==> src/rtl/dda_pkg.sv <==
// ----------------------------------------------------------------------------
// dda_pkg
// Shared types, codes and helpers of the DDA line rasteriser.
// ----------------------------------------------------------------------------
package dda_pkg;

    // item codes
    localparam logic OP_LOAD = 1'b0;
    localparam logic OP_STEP = 1'b1;

    // configuration register indexes
    localparam int CFG_IDX_W = 2;
    localparam logic [CFG_IDX_W-1:0] CFG_IMAGE_WIDTH  = 2'd0;
    localparam logic [CFG_IDX_W-1:0] CFG_IMAGE_HEIGHT = 2'd1;
    localparam int CFG_DATA_W = 13;
    localparam logic [CFG_DATA_W-1:0] IMG_SIZE_RESET = 13'd400;

    // command queue between front and back
    localparam int Q_DEPTH = 2;
    localparam int Q_PTR_W = $clog2(Q_DEPTH);
    localparam int Q_CNT_W = $clog2(Q_DEPTH + 1);

    typedef struct packed {
        logic              op;
        logic signed [15:0] start_x;
        logic signed [15:0] start_y;
        logic signed [15:0] end_x;
        logic signed [15:0] end_y;
    } t_dda_in;

    typedef struct packed {
        logic signed [11:0] pixel_x;
        logic signed [11:0] pixel_y;
        logic               inside_res;
        logic               last;
    } t_dda_out;

    // classified item as held in the queue
    typedef struct packed {
        logic               op;
        logic signed [15:0] start_x;
        logic signed [15:0] start_y;
        logic [15:0]        mag_x;
        logic [15:0]        mag_y;
        logic               neg_x;
        logic               neg_y;
        logic               up_x;
        logic               up_y;
        logic [15:0]        len;
    } t_dda_cmd;

    typedef struct packed {
        logic full;
        logic empty;
    } t_dda_q_status;

    typedef enum logic {
        BK_IDLE,
        BK_DIV
    } t_back_state;

    // clamp a 14-bit pixel index to the 12-bit output range
    function automatic logic [11:0] sat12(input logic [13:0] v);
        logic [11:0] r;
        if (!v[13] && (v[12:11] != 2'b00)) begin
            r = 12'h7FF;
        end else if (v[13] && (v[12:11] != 2'b11)) begin
            r = 12'h800;
        end else begin
            r = v[11:0];
        end
        return r;
    endfunction

endpackage

==> src/rtl/dda_front.sv <==
// ----------------------------------------------------------------------------
// dda_front
// Accepts items, works out deltas, signs and major axis length of a load.
// ----------------------------------------------------------------------------
module dda_front (
    input  logic                  i_clk,
    input  logic                  i_rst_n,
    input  logic                  i_in_valid,
    input  dda_pkg::t_dda_in      i_in_data,
    output logic                  o_in_stall,
    input  dda_pkg::t_dda_q_status i_q_st,
    output logic                  o_push,
    output dda_pkg::t_dda_cmd     o_cmd
);
    import dda_pkg::*;

    logic signed [16:0] w_dx;
    logic signed [16:0] w_dy;
    logic [16:0]        w_ndx;
    logic [16:0]        w_ndy;
    logic [15:0]        w_adx;
    logic [15:0]        w_ady;
    logic               r_seen_rst;

    // marks the first cycle out of reset, holds the queue back until then
    always_ff @(posedge i_clk) begin
        if (!i_rst_n) begin
            r_seen_rst <= 1'b0;
        end else begin
            r_seen_rst <= 1'b1;
        end
    end

    always_comb begin
        w_dx  = {i_in_data.end_x[15], i_in_data.end_x} -
                {i_in_data.start_x[15], i_in_data.start_x};
        w_dy  = {i_in_data.end_y[15], i_in_data.end_y} -
                {i_in_data.start_y[15], i_in_data.start_y};
        w_ndx = ~w_dx + 17'd1;
        w_ndy = ~w_dy + 17'd1;
        w_adx = w_dx[16] ? w_ndx[15:0] : w_dx[15:0];
        w_ady = w_dy[16] ? w_ndy[15:0] : w_dy[15:0];

        o_cmd.op      = i_in_data.op;
        o_cmd.start_x = i_in_data.start_x;
        o_cmd.start_y = i_in_data.start_y;
        o_cmd.mag_x   = w_adx;
        o_cmd.mag_y   = w_ady;
        o_cmd.neg_x   = w_dx[16];
        o_cmd.neg_y   = w_dy[16];
        o_cmd.up_x    = !w_dx[16] && (w_dx != 17'sd0);
        o_cmd.up_y    = !w_dy[16] && (w_dy != 17'sd0);
        o_cmd.len     = (w_adx > w_ady) ? w_adx : w_ady;
    end

    assign o_in_stall = i_q_st.full || !r_seen_rst;
    assign o_push     = i_in_valid && !o_in_stall;

endmodule

==> src/rtl/dda_fifo.sv <==
// ----------------------------------------------------------------------------
// dda_fifo
// Short command queue between the front and the back.
// ----------------------------------------------------------------------------
module dda_fifo (
    input  logic                   i_clk,
    input  logic                   i_rst_n,
    input  logic                   i_push,
    input  dda_pkg::t_dda_cmd      i_cmd,
    input  logic                   i_pop,
    output dda_pkg::t_dda_cmd      o_head,
    output dda_pkg::t_dda_q_status o_st
);
    import dda_pkg::*;

    t_dda_cmd           r_mem [Q_DEPTH];
    logic [Q_PTR_W-1:0] r_wr;
    logic [Q_PTR_W-1:0] r_rd;
    logic [Q_CNT_W-1:0] r_cnt;

    function automatic logic [Q_PTR_W-1:0] ptr_inc(input logic [Q_PTR_W-1:0] p);
        logic [Q_PTR_W-1:0] r;
        if (p == Q_PTR_W'(Q_DEPTH - 1)) begin
            r = '0;
        end else begin
            r = p + Q_PTR_W'(1);
        end
        return r;
    endfunction

    always_ff @(posedge i_clk) begin
        if (i_push) begin
            r_mem[r_wr] <= i_cmd;
        end
    end

    always_ff @(posedge i_clk) begin
        if (!i_rst_n) begin
            r_wr  <= '0;
            r_rd  <= '0;
            r_cnt <= '0;
        end else begin
            if (i_push) begin
                r_wr <= ptr_inc(r_wr);
            end
            if (i_pop) begin
                r_rd <= ptr_inc(r_rd);
            end
            if (i_push && !i_pop) begin
                r_cnt <= r_cnt + Q_CNT_W'(1);
            end else if (!i_push && i_pop) begin
                r_cnt <= r_cnt - Q_CNT_W'(1);
            end
        end
    end

    assign o_head   = r_mem[r_rd];
    assign o_st.full  = (r_cnt == Q_CNT_W'(Q_DEPTH));
    assign o_st.empty = (r_cnt == '0);

endmodule

==> src/rtl/dda_back.sv <==
// ----------------------------------------------------------------------------
// dda_back
// Runs queued commands: increment divide on load, at most one pixel per step.
// ----------------------------------------------------------------------------
module dda_back #(
    parameter int FRAC_BITS = 16
) (
    input  logic                   i_clk,
    input  logic                   i_rst_n,
    input  dda_pkg::t_dda_cmd      i_head,
    input  dda_pkg::t_dda_q_status i_q_st,
    output logic                   o_pop,
    output logic                   o_busy,
    input  logic [12:0]            i_img_w,
    input  logic [12:0]            i_img_h,
    output logic                   o_out_valid,
    input  logic                   i_out_stall,
    output dda_pkg::t_dda_out      o_out_data
);
    import dda_pkg::*;

    localparam int PW = FRAC_BITS + 14;
    localparam int SW = FRAC_BITS + 2;
    localparam int QW = FRAC_BITS + 1;
    localparam int CW = $clog2(FRAC_BITS + 1);
    localparam logic [PW-1:0] HALF = {{(PW - FRAC_BITS){1'b0}}, 1'b1, {(FRAC_BITS - 1){1'b0}}};

    t_back_state        r_state, n_state;
    logic [PW-1:0]      r_pos_x, n_pos_x;
    logic [PW-1:0]      r_pos_y, n_pos_y;
    logic [SW-1:0]      r_step_x, n_step_x;
    logic [SW-1:0]      r_step_y, n_step_y;
    logic [11:0]        r_left, n_left;
    logic [16:0]        r_rem_x, n_rem_x;
    logic [16:0]        r_rem_y, n_rem_y;
    logic [QW-1:0]      r_quo_x, n_quo_x;
    logic [QW-1:0]      r_quo_y, n_quo_y;
    logic [15:0]        r_len, n_len;
    logic               r_neg_x, n_neg_x;
    logic               r_neg_y, n_neg_y;
    logic [CW-1:0]      r_cnt, n_cnt;
    logic               r_out_valid, n_out_valid;
    t_dda_out           r_out, n_out;

    logic [PW-1:0]      w_sum_x;
    logic [PW-1:0]      w_sum_y;
    logic [13:0]        w_px;
    logic [13:0]        w_py;
    logic [QW-1:0]      w_qx;
    logic [QW-1:0]      w_qy;
    logic               w_can_out;

    function automatic logic [PW-1:0] start_pos(input logic [15:0] s, input logic up);
        logic [PW-1:0] base;
        base = {{(PW - 16){s[15]}}, s} << (FRAC_BITS - 4);
        return up ? (base + HALF) : (base - HALF);
    endfunction

    // integer part, rounded toward zero
    function automatic logic [13:0] trunc_int(input logic [PW-1:0] p);
        logic [PW-1:0] m;
        logic [13:0]   ip;
        m  = p[PW-1] ? (~p + PW'(1)) : p;
        ip = {1'b0, m[PW-2:FRAC_BITS]};
        return p[PW-1] ? (~ip + 14'd1) : ip;
    endfunction

    // one restoring divide step per lane: next remainder and quotient bit
    function automatic logic [17:0] div_step(input logic [16:0] rem, input logic [15:0] len);
        logic [16:0] diff;
        logic        ge;
        logic [16:0] kept;
        ge   = (rem >= {1'b0, len});
        diff = rem - {1'b0, len};
        kept = ge ? diff : rem;
        return {kept[15:0], 1'b0, ge};
    endfunction

    always_ff @(posedge i_clk) begin
        if (!i_rst_n) begin
            r_state     <= BK_IDLE;
            r_pos_x     <= '0;
            r_pos_y     <= '0;
            r_step_x    <= '0;
            r_step_y    <= '0;
            r_left      <= '0;
            r_cnt       <= '0;
            r_out_valid <= 1'b0;
        end else begin
            r_state     <= n_state;
            r_pos_x     <= n_pos_x;
            r_pos_y     <= n_pos_y;
            r_step_x    <= n_step_x;
            r_step_y    <= n_step_y;
            r_left      <= n_left;
            r_cnt       <= n_cnt;
            r_out_valid <= n_out_valid;
        end
    end

    always_ff @(posedge i_clk) begin
        r_rem_x <= n_rem_x;
        r_rem_y <= n_rem_y;
        r_quo_x <= n_quo_x;
        r_quo_y <= n_quo_y;
        r_len   <= n_len;
        r_neg_x <= n_neg_x;
        r_neg_y <= n_neg_y;
        r_out   <= n_out;
    end

    always_comb begin
        logic [17:0] dx_st;
        logic [17:0] dy_st;

        n_state     = r_state;
        n_pos_x     = r_pos_x;
        n_pos_y     = r_pos_y;
        n_step_x    = r_step_x;
        n_step_y    = r_step_y;
        n_left      = r_left;
        n_rem_x     = r_rem_x;
        n_rem_y     = r_rem_y;
        n_quo_x     = r_quo_x;
        n_quo_y     = r_quo_y;
        n_len       = r_len;
        n_neg_x     = r_neg_x;
        n_neg_y     = r_neg_y;
        n_cnt       = r_cnt;
        n_out       = r_out;
        n_out_valid = r_out_valid && i_out_stall;
        o_pop       = 1'b0;

        w_can_out = !r_out_valid || !i_out_stall;
        w_sum_x   = r_pos_x + {{(PW - SW){r_step_x[SW-1]}}, r_step_x};
        w_sum_y   = r_pos_y + {{(PW - SW){r_step_y[SW-1]}}, r_step_y};
        w_px      = trunc_int(w_sum_x);
        w_py      = trunc_int(w_sum_y);

        dx_st = div_step(r_rem_x, r_len);
        dy_st = div_step(r_rem_y, r_len);
        w_qx  = {r_quo_x[QW-2:0], dx_st[0]};
        w_qy  = {r_quo_y[QW-2:0], dy_st[0]};

        unique case (r_state)
            BK_IDLE: begin
                if (!i_q_st.empty) begin
                    if (i_head.op == OP_LOAD) begin
                        o_pop   = 1'b1;
                        n_pos_x = start_pos(i_head.start_x, i_head.up_x);
                        n_pos_y = start_pos(i_head.start_y, i_head.up_y);
                        n_left  = i_head.len[15:4];
                        n_rem_x = {1'b0, i_head.mag_x};
                        n_rem_y = {1'b0, i_head.mag_y};
                        n_quo_x = '0;
                        n_quo_y = '0;
                        n_len   = i_head.len;
                        n_neg_x = i_head.neg_x;
                        n_neg_y = i_head.neg_y;
                        n_cnt   = CW'(FRAC_BITS);
                        if (i_head.len == 16'd0) begin
                            n_step_x = '0;
                            n_step_y = '0;
                        end else begin
                            n_state = BK_DIV;
                        end
                    end else if (r_left == 12'd0) begin
                        // nothing left on this line, drop the step
                        o_pop = 1'b1;
                    end else if (w_can_out) begin
                        o_pop            = 1'b1;
                        n_pos_x          = w_sum_x;
                        n_pos_y          = w_sum_y;
                        n_left           = r_left - 12'd1;
                        n_out_valid      = 1'b1;
                        n_out.pixel_x    = sat12(w_px);
                        n_out.pixel_y    = sat12(w_py);
                        n_out.inside_res = !w_px[13] && !w_py[13] &&
                                           (w_px[12:0] < i_img_w) &&
                                           (w_py[12:0] < i_img_h);
                        n_out.last       = (r_left == 12'd1);
                    end
                end
            end
            BK_DIV: begin
                n_rem_x = dx_st[17:1];
                n_rem_y = dy_st[17:1];
                n_quo_x = w_qx;
                n_quo_y = w_qy;
                if (r_cnt == '0) begin
                    n_step_x = r_neg_x ? (~{1'b0, w_qx} + SW'(1)) : {1'b0, w_qx};
                    n_step_y = r_neg_y ? (~{1'b0, w_qy} + SW'(1)) : {1'b0, w_qy};
                    n_state  = BK_IDLE;
                end else begin
                    n_cnt = r_cnt - CW'(1);
                end
            end
            default: begin
                n_state = BK_IDLE;
            end
        endcase
    end

    assign o_busy      = (r_state == BK_DIV);
    assign o_out_valid = r_out_valid;
    assign o_out_data  = r_out;

endmodule

==> src/rtl/dda_line_rasterizer.sv <==
// Step items pass the queue write, then the result register; steady rate one step item per
// cycle while the back end is not dividing and the output is not stalled. A step on a
// finished line gives no result. A nonzero-length load is popped, then holds the back end for
// a restoring divide, x and y in parallel; the 2-entry queue keeps taking items meanwhile until full.
// Synchronous active-low reset: queue empty, line state zero, image size 400 x 400.
// ----------------------------------------------------------------------------
// dda_line_rasterizer
// DDA line generator: load endpoints, then at most one pixel per step item.
// ----------------------------------------------------------------------------
module dda_line_rasterizer #(
    parameter int FRAC_BITS = 16
) (
    input  logic                               i_clk,
    input  logic                               i_rst_n,
    input  logic                               i_in_valid,
    input  dda_pkg::t_dda_in                   i_in_data,
    output logic                               o_in_stall,
    output logic                               o_out_valid,
    output dda_pkg::t_dda_out                  o_out_data,
    input  logic                               i_out_stall,
    input  logic                               i_cfg_we,
    input  logic [dda_pkg::CFG_IDX_W-1:0]      i_cfg_idx,
    input  logic [dda_pkg::CFG_DATA_W-1:0]     i_cfg_data
);
    import dda_pkg::*;

    logic [CFG_DATA_W-1:0] r_img_w;
    logic [CFG_DATA_W-1:0] r_img_h;
    t_dda_q_status         w_q_st;
    t_dda_cmd              w_cmd;
    t_dda_cmd              w_head;
    logic                  w_push;
    logic                  w_pop;
    logic                  w_bk_busy;

    always_ff @(posedge i_clk) begin
        if (!i_rst_n) begin
            r_img_w <= IMG_SIZE_RESET;
            r_img_h <= IMG_SIZE_RESET;
        end else if (i_cfg_we) begin
            unique case (i_cfg_idx)
                CFG_IMAGE_WIDTH:  r_img_w <= i_cfg_data;
                CFG_IMAGE_HEIGHT: r_img_h <= i_cfg_data;
                default: ;
            endcase
        end
    end

    dda_front u_front (
        .i_clk      (i_clk),
        .i_rst_n    (i_rst_n),
        .i_in_valid (i_in_valid),
        .i_in_data  (i_in_data),
        .o_in_stall (o_in_stall),
        .i_q_st     (w_q_st),
        .o_push     (w_push),
        .o_cmd      (w_cmd)
    );

    dda_fifo u_fifo (
        .i_clk   (i_clk),
        .i_rst_n (i_rst_n),
        .i_push  (w_push),
        .i_cmd   (w_cmd),
        .i_pop   (w_pop),
        .o_head  (w_head),
        .o_st    (w_q_st)
    );

    dda_back #(
        .FRAC_BITS (FRAC_BITS)
    ) u_back (
        .i_clk       (i_clk),
        .i_rst_n     (i_rst_n),
        .i_head      (w_head),
        .i_q_st      (w_q_st),
        .o_pop       (w_pop),
        .o_busy      (w_bk_busy),
        .i_img_w     (r_img_w),
        .i_img_h     (r_img_h),
        .o_out_valid (o_out_valid),
        .i_out_stall (i_out_stall),
        .o_out_data  (o_out_data)
    );

    // the back end takes nothing from the queue while dividing
    a_no_pop_in_div: assert property (@(posedge i_clk) disable iff (!i_rst_n)
        w_bk_busy |-> !w_pop)
        else $error("queue popped during increment divide");

    // a fresh result only follows a command taken from the queue
    a_result_from_pop: assert property (@(posedge i_clk) disable iff (!i_rst_n)
        $rose(o_out_valid) |-> $past(w_pop))
        else $error("result raised without a queue pop");

    // never pop an empty queue
    a_no_pop_empty: assert property (@(posedge i_clk) disable iff (!i_rst_n)
        w_pop |-> !w_q_st.empty)
        else $error("pop from empty queue");

endmodule
==> config.mk <==
export PLATFORM = sky130hd
export DESIGN_NAME = dda_line_rasterizer
export DESIGN_NICKNAME = d
export VERILOG_FILES = /design/src/rtl/dda_pkg.sv /design/src/rtl/dda_front.sv /design/src/rtl/dda_fifo.sv /design/src/rtl/dda_back.sv /design/src/rtl/dda_line_rasterizer.sv
export SDC_FILE = /design/constraint.sdc
export NUM_CORES = 1
export LEC_CHECK = 0
export BUFFER_PORTS_ARGS = -buffer_cell sky130_fd_sc_hd__buf_4
export CAP_MARGIN = 20
export CORE_MARGIN = 2
export CORE_UTILIZATION = 45
export CTS_BUF_LIST = sky130_fd_sc_hd__clkbuf_2
export DETAILED_ROUTE_END_ITERATION = 7
export GPL_TIMING_DRIVEN = 1
export SETUP_SLACK_MARGIN = 0.05
export SLEW_MARGIN = 20
export SYNTH_ARGS = -nofsm -noshare
export SYNTH_HDL_FRONTEND = slang
export SYNTH_SLANG_ARGS = --single-unit
==> constraint.sdc <==
create_clock -name i_clk -period 7.1 [get_ports i_clk]
set_input_delay 0.355 -clock i_clk [delete_from_list [all_inputs] [get_ports i_clk]]
set_output_delay 0.355 -clock i_clk [all_outputs]
set_load 0.005 [all_outputs]
* Yosys cells after proc, flatten, opt, wreduce, memory -nomap -nowiden *
Memories as Yosys holds them, arrays and structs flattened. A register that Yosys moved wholly into a read port is not among the register bits.
Index checks and enable logic that the tools add are counted.

operators by class
  add/subtract/negate cells = 24
  $mul = 0
  divide/modulo/power cells = 0
  magnitude comparators = 5
  equality and inequality tests = 12
  shifts and indexed selects = 0
  multiplexer cells = 69
  bitwise logic cells = 12
  reduce and logical (&&, ||, !) cells = 43

operators by type and width
  kind                                                                    number
  30-bit two-way mux                                                      8
  18-bit two-way mux                                                      7
  16-bit two-way mux                                                      7
  18-bit case mux with 2 select lines                                     2
  17-bit two-way mux                                                      4
  17-bit case mux with 2 select lines                                     2
  16-bit case mux with 2 select lines                                     2
  30-bit adder                                                            2
  12-bit two-way mux                                                      5
  28-bit by 17-bit adder with 29-bit output (second input constant)       2
  29-bit by 1-bit adder with 29-bit output (second input constant)        2
  29-bit two-way mux                                                      2
  29-bit NOT                                                              2
  28-bit by 17-bit subtractor with 29-bit output (second input constant)  2
  18-bit by 1-bit adder with 18-bit output (second input constant)        2
  17-bit NOT with 18-bit output                                           2
  17-bit by 16-bit greater-or-equal comparator with 1-bit output          2
  17-bit nonzero test                                                     2
  16-bit by 16-bit subtractor with 17-bit output                          2
  16-bit by 1-bit adder with 16-bit output (second input constant)        2
  16-bit NOT                                                              2
  16-bit subtractor                                                       2
  14-bit by 1-bit adder with 14-bit output (second input constant)        2
  14-bit two-way mux                                                      2
  other kinds (31)                                                        96

word-level totals
  register bits after elaboration = 256
  bits in latches = 0
  memory bits (writable) = 170
  bits in read-only memories = 0
  bits of input ports = 85
  output and inout bits = 28
  word-level logic and storage cells = 191
  memories = 1

memory list
  name          depth  bits a word  rd ports  clocked after memory_dff  write ports  RTL line        RTL
  u_fifo.r_mem  2      85           1         1                         1            dda_fifo.sv:16  t_dda_cmd r_mem [Q_DEPTH];

* Depth between registers and ports, before layout *
  depth after elaboration = 11
  depth in mapped cells = 30
  gate-level depth less buffers = 28

* Modules after synthesis *
From an unflattened synthesis, not the netlist that was laid out.

second synthesis, totals
  cell total of the unflattened synthesis = 2,990
  area total of the unflattened synthesis = 28,566.1 µm²

modules (own cells, without submodules)
  module               instances  cells an instance  area each (µm²)
  dda_back             1          2,130              17,827.1
  dda_fifo             1          286                6,357.3
  dda_front            1          475                3,358.2
  dda_line_rasterizer  1          99                 1,023.5

* Worst setup path before layout *
OpenSTA, ideal clock, no wires.

  kind = flip-flop to flip-flop
  from = reg u_back.r_step_y[0]
  to = reg u_back.r_out, in the netlist u_back.o_out_data[1], data pin
  library setup time = 157 ps
  arrival time = 5,595 ps
  data required time = 6,943 ps
  setup slack = 1,348 ps
  cell stages (with the launch flop) = 26
  path buffers = 0
  path through = dfxtp_1 -> ha_1 -> fa_1 -> a211oi_2 -> o21bai_1 -> a31oi_1 -> o221ai_1 -> xor2_1 -> nor4_4 -> nor2_1 -> xnor2_1 -> ha_1 -> o21ai_0 -> mux2i_4 -> o21ai_2 -> or4b_1 -> a21oi_2 -> xor2_1 -> inv_1 -> ha_1 -> a21oi_1 -> nor2b_1 -> o21ai_0 -> o2111ai_1 -> or4_1 -> nor3_1

between the ends
  cells in the longest elaborated chain, start to end = 11

RTL lines
  element                                                      RTL line         RTL
  from (decl)                                                  dda_back.sv:32   logic [SW-1:0] r_step_y, n_step_y;
  from (signal assigned)                                       dda_back.sv:94   r_step_y <= n_step_y;
  30-bit adder (*)                                             dda_back.sv:136  w_sum_y = r_pos_y + {{(PW - SW){r_step_y[SW-1]}}, r_step_y};
  29-bit NOT                                                   dda_back.sv:63   m = p[PW-1] ? (~p + PW'(1)) : p;
  29-bit by 1-bit adder with 29-bit output                     dda_back.sv:63
  29-bit two-way mux                                           dda_back.sv:63
  13-bit NOT with 14-bit output                                dda_back.sv:65   return p[PW-1] ? (~ip + 14'd1) : ip;
  14-bit by 1-bit adder with 14-bit output                     dda_back.sv:65
  14-bit two-way mux (*)                                       dda_back.sv:65
  branches (longest 3 deep; another with 13-bit < comparator)  n/a
  1-bit logical AND (*)                                        dda_back.sv:179  (w_px[12:0] < i_img_w) &&
  to (signal assigned)                                         dda_back.sv:109  r_out <= n_out;
  to (decl)                                                    dda_back.sv:43   t_dda_out r_out, n_out;

Every way passes the cells marked *.
A chain may end at the register's enable or synchronous reset.

* Final worst setup path *
Same ends and word-level chain as after synthesis.

==> impl_metrics.toml <==
[status]
status = "completed"

[clocking]
h-tree-depth = 3
post-cts-setup-buffers = 0
cts_tree = "yes"
cts.sink_count = 427
numCtsBuffers = 114
clock_path_buffers = 3
clk_latency_ps = 1210
clk_pin_slew_ps = 110
root_buffer = "clkbuf_2"

[placement]
hpwl_mm = 56.31
portBuffers = 112
place_congestion = 0.8753
place_ws_ps = 518.8
dp.cells = 3718

[floorplan]
die-area_um2 = 64000
die_y_um = 253.0
fp.dieW_um = 253.0
core_area_um2 = 61480
fp-row-count = 91
start_util = 0.4537
ios = 113

[logic_synthesis]
synth.mux.area_fraction = 0.03548
yosysMostFrequentCell = "edfxtp_1"
yosysUniqueCellTypes = 118
synth_compound_area_frac = 0.1915
syn_area_um2 = 27900
async_flop_share = 0
syn_nets = 3189
yosysSeqAreaShare = 0.4069
ys_top_cells_by_count = "280 x edfxtp_1, 251 x nand2_1, 197 x ha_1"
synth-seq-cells = 427
yosys.area.top_type = "edfxtp_1"
synth-simple-area-share = 0.1670
synth-edff-count = 280
synth_warnings = 0
synth_top_family_by_area = "compound AO/OA/AOI/OAI gates"
synth_area_leaders = "edfxtp_1 30%, dfxtp_1 11%, ha_1 8.8%, xnor2_1 3.5%, nand2_1 3.4%"
synth_top_area_share = 0.3014
synth_xor_xnor_area_share = 0.06064
synthCells = 2899
synthAdderAreaFrac = 0.09409
syn_avg_cell_area_um2 = 9.623
synthFlopType = "edfxtp_1"

[route]
routedWlPerCell_um = 19.16
vias_per_cell = 5.658
dr.pass1.iters = 6
via_count = 23070
postRouteAntennaNets = 0
wl_mm = 78.13
drc = 0
drt-initial-drc-count = 1518

[sta]
setup-violations-final = 0
maxSlewViolCount = 0
fmax_mhz = 151.4
layout_setup_ws_ps = 494.1
period_share = 0.9304
finalCriticalPeriod_ps = 6606
relSlewSlack = 0.2760
grt_setup_unrepaired = "false"
holdWs_ps = 174.9
tns_ps = 0
tightest_slew_ps = 1086
finalClockSkew_ps = 134.8
hold_viol = 0

[grt]
grt_pass1_wl_mm = 122.6
overflow = 0
grtUsageTotal = 0.2433
antenna_found_initial = 3
grt_pass1_vias = 22720
grt_max_degree = 106

[power_and_ir_drop]
ir_drop_v = 0.0002243
power_density_nw_per_um2 = 395.3
total_power_mw = 12.69
leakage_nw = 12.95

[setup_path]
crit_fanout = 6
rr_worst_depth = 25
required_ps = 8120
cp-end-kind = "flip-flop"
path_class = "flip-flop to flip-flop"
r2r_setup_slack_ps = 490
start_kind = "flip-flop"
critPathArrivalTime_ps = 7630
r2r-start = "u_back.r_step_y[0]$_SDFFE_PN0P_"
reg2reg_to = "u_back.o_out_data[1]$_DFFE_PP_"

[layout]
layout.nets = 3483
stdcell_count = 4077
drive_gt1_frac = 0.1479
syn2layout_area_growth_pct = 15.06

[hold_path]
hold_end = "u_back.o_out_valid$_SDFF_PN0_"
worst_hold_path.num_cells = 4
min_path_type = "input port to flip-flop"
hold_start = "i_out_stall"

[job]
cap_violations = 0
==> worst max-delay path: stages (launching register included) <==
cell	delay (ps)
dfxtp_1	330
ha_1	230
fa_1	450
a211oi_4	320
o21ba_2	210
o221ai_1	120
nor4_1	420
o2111ai_1	260
nor4_4	370
nor2_1	130
xnor2_1	350
ha_1	280
o21ai_0	150
mux2i_4	270
o21ai_2	140
or4b_1	550
a21oi_2	150
xor2_1	210
inv_1	70
ha_1	290
a21oi_1	140
nor2b_1	60
o21ai_0	150
o2111ai_1	120
or4_1	530
nor3_1	150
==> through the flow <==
| step | util | instance area [um^2] |
|---|---|---|
| final | 0.5221 | 32100 |
| after CTS | 0.5219 | 32090 |
| after global routing | 0.5221 | 32100 |
| after global placement | 0.4798 | 29500 |
| after floorplan | - | 27900 |
| after detailed placement | 0.4798 | 29500 |
==> layer usage <==
metal  GRT usage  vias to the layer above  share of wire
li1            -                    11310              -
met1      0.3179                    10980           0.45
met2      0.3958                      631           0.46
met3     0.04873                      150          0.056
met4     0.09586                        4          0.031
met5           0                        -        0.00033
==> where the power goes <==
group          internal, mW  switching (mW)  total (mW)
clock network         0.711            1.11        1.82
logic                  2.80            4.28        7.09
registers              3.44           0.343        3.78
==> sequential cells by signal, summed over array words and instances, names as in the netlist, 2 cells and up, named ones only <==
register and cells:
u_fifo.r_cnt 2, u_fifo.r_mem 170, u_back.r_step_y 18, u_back.r_len 16, u_back.r_step_x 18, u_back.r_quo_x 16, u_back.r_cnt 5, u_back.r_pos_y 30
u_back.r_quo_y 16, r_img_w 13, u_back.r_pos_x 30, u_back.r_rem_y 17, u_back.r_left 12, u_back.o_out_data 26, u_back.r_rem_x 17, r_img_h 13
==> how the worst max path moves through the flow <==
stage                                     start                        endpoint  slack [ps]  cells after the start
2_1_floorplan   u_back.r_step_y[0]$_SDFFE_PN0P_  u_back.o_out_data[1]$_DFFE_PP_        1350                     25
3_3_place_gp    u_back.r_step_y[0]$_SDFFE_PN0P_  u_back.o_out_data[1]$_DFFE_PP_         590                     25
3_5_place_dp   u_back.r_step_x[17]$_SDFFE_PN0P_  u_back.o_out_data[1]$_DFFE_PP_         520                     26
4_1_cts         u_back.r_step_y[0]$_SDFFE_PN0P_  u_back.o_out_data[1]$_DFFE_PP_         490                     25
5_1_grt         u_back.r_step_y[0]$_SDFFE_PN0P_  u_back.o_out_data[1]$_DFFE_PP_         100                     25
6_report        u_back.r_step_y[0]$_SDFFE_PN0P_  u_back.o_out_data[1]$_DFFE_PP_         490                     25
==> cell families (layout without fill, tap and decap cells) <==
kind of cell / count (synthesis) / after routing
fa+ha+maj: 205 / 205
xor+xnor: 191 / 191
mux: 90 / 90
buf+inv: 307 / 694
simple gates: 899 / 899
compound gates: 780 / 780
other cells: 0 / 1
flops: 427 / 427
==> layout by cell type, fill, tap and decap left out, types with 23 or more instances in the layout <==
master / n
a211oi_1: 40
a21boi_0: 43
a21o_1: 48
a21oi_1: 176
a22oi_1: 44
and2_1: 63
and3_1: 23
buf_4: 148
clkbuf_2: 169
clkinv_1: 28
dfxtp_1: 144
dlygate4sd3_1: 149
edfxtp_1: 280
ha_1: 197
inv_1: 186
mux2_2: 61
mux2i_1: 28
nand2_1: 251
nand3_1: 42
nand4_1: 37
nor2_1: 155
nor2b_1: 116
nor3_1: 58
o21a_1: 27
o21ai_0: 135
o31ai_1: 23
or3_1: 35
xnor2_1: 113
xor2_1: 77
==> layout make-up <==
class	instances	area (um^2)
diodes	1	2.502
clock buffers	169	845.8
clock inverters	40	250.2
repair buffers	297	2603
multi-input cells	2165	15350
inverters	188	705.7
fillers	5614	29380
well taps	790	988.4
flip-flops and latches	427	11360
==> timing repair <==
item / 4_1_cts / 5_1_grt
hold buffers: 149 / 0
endpoints found under the setup margin: 0 / 1
endpoints found under the hold margin: 242 / 0
resized for setup: 0 / 2
(Power assumes the default switching activity.)
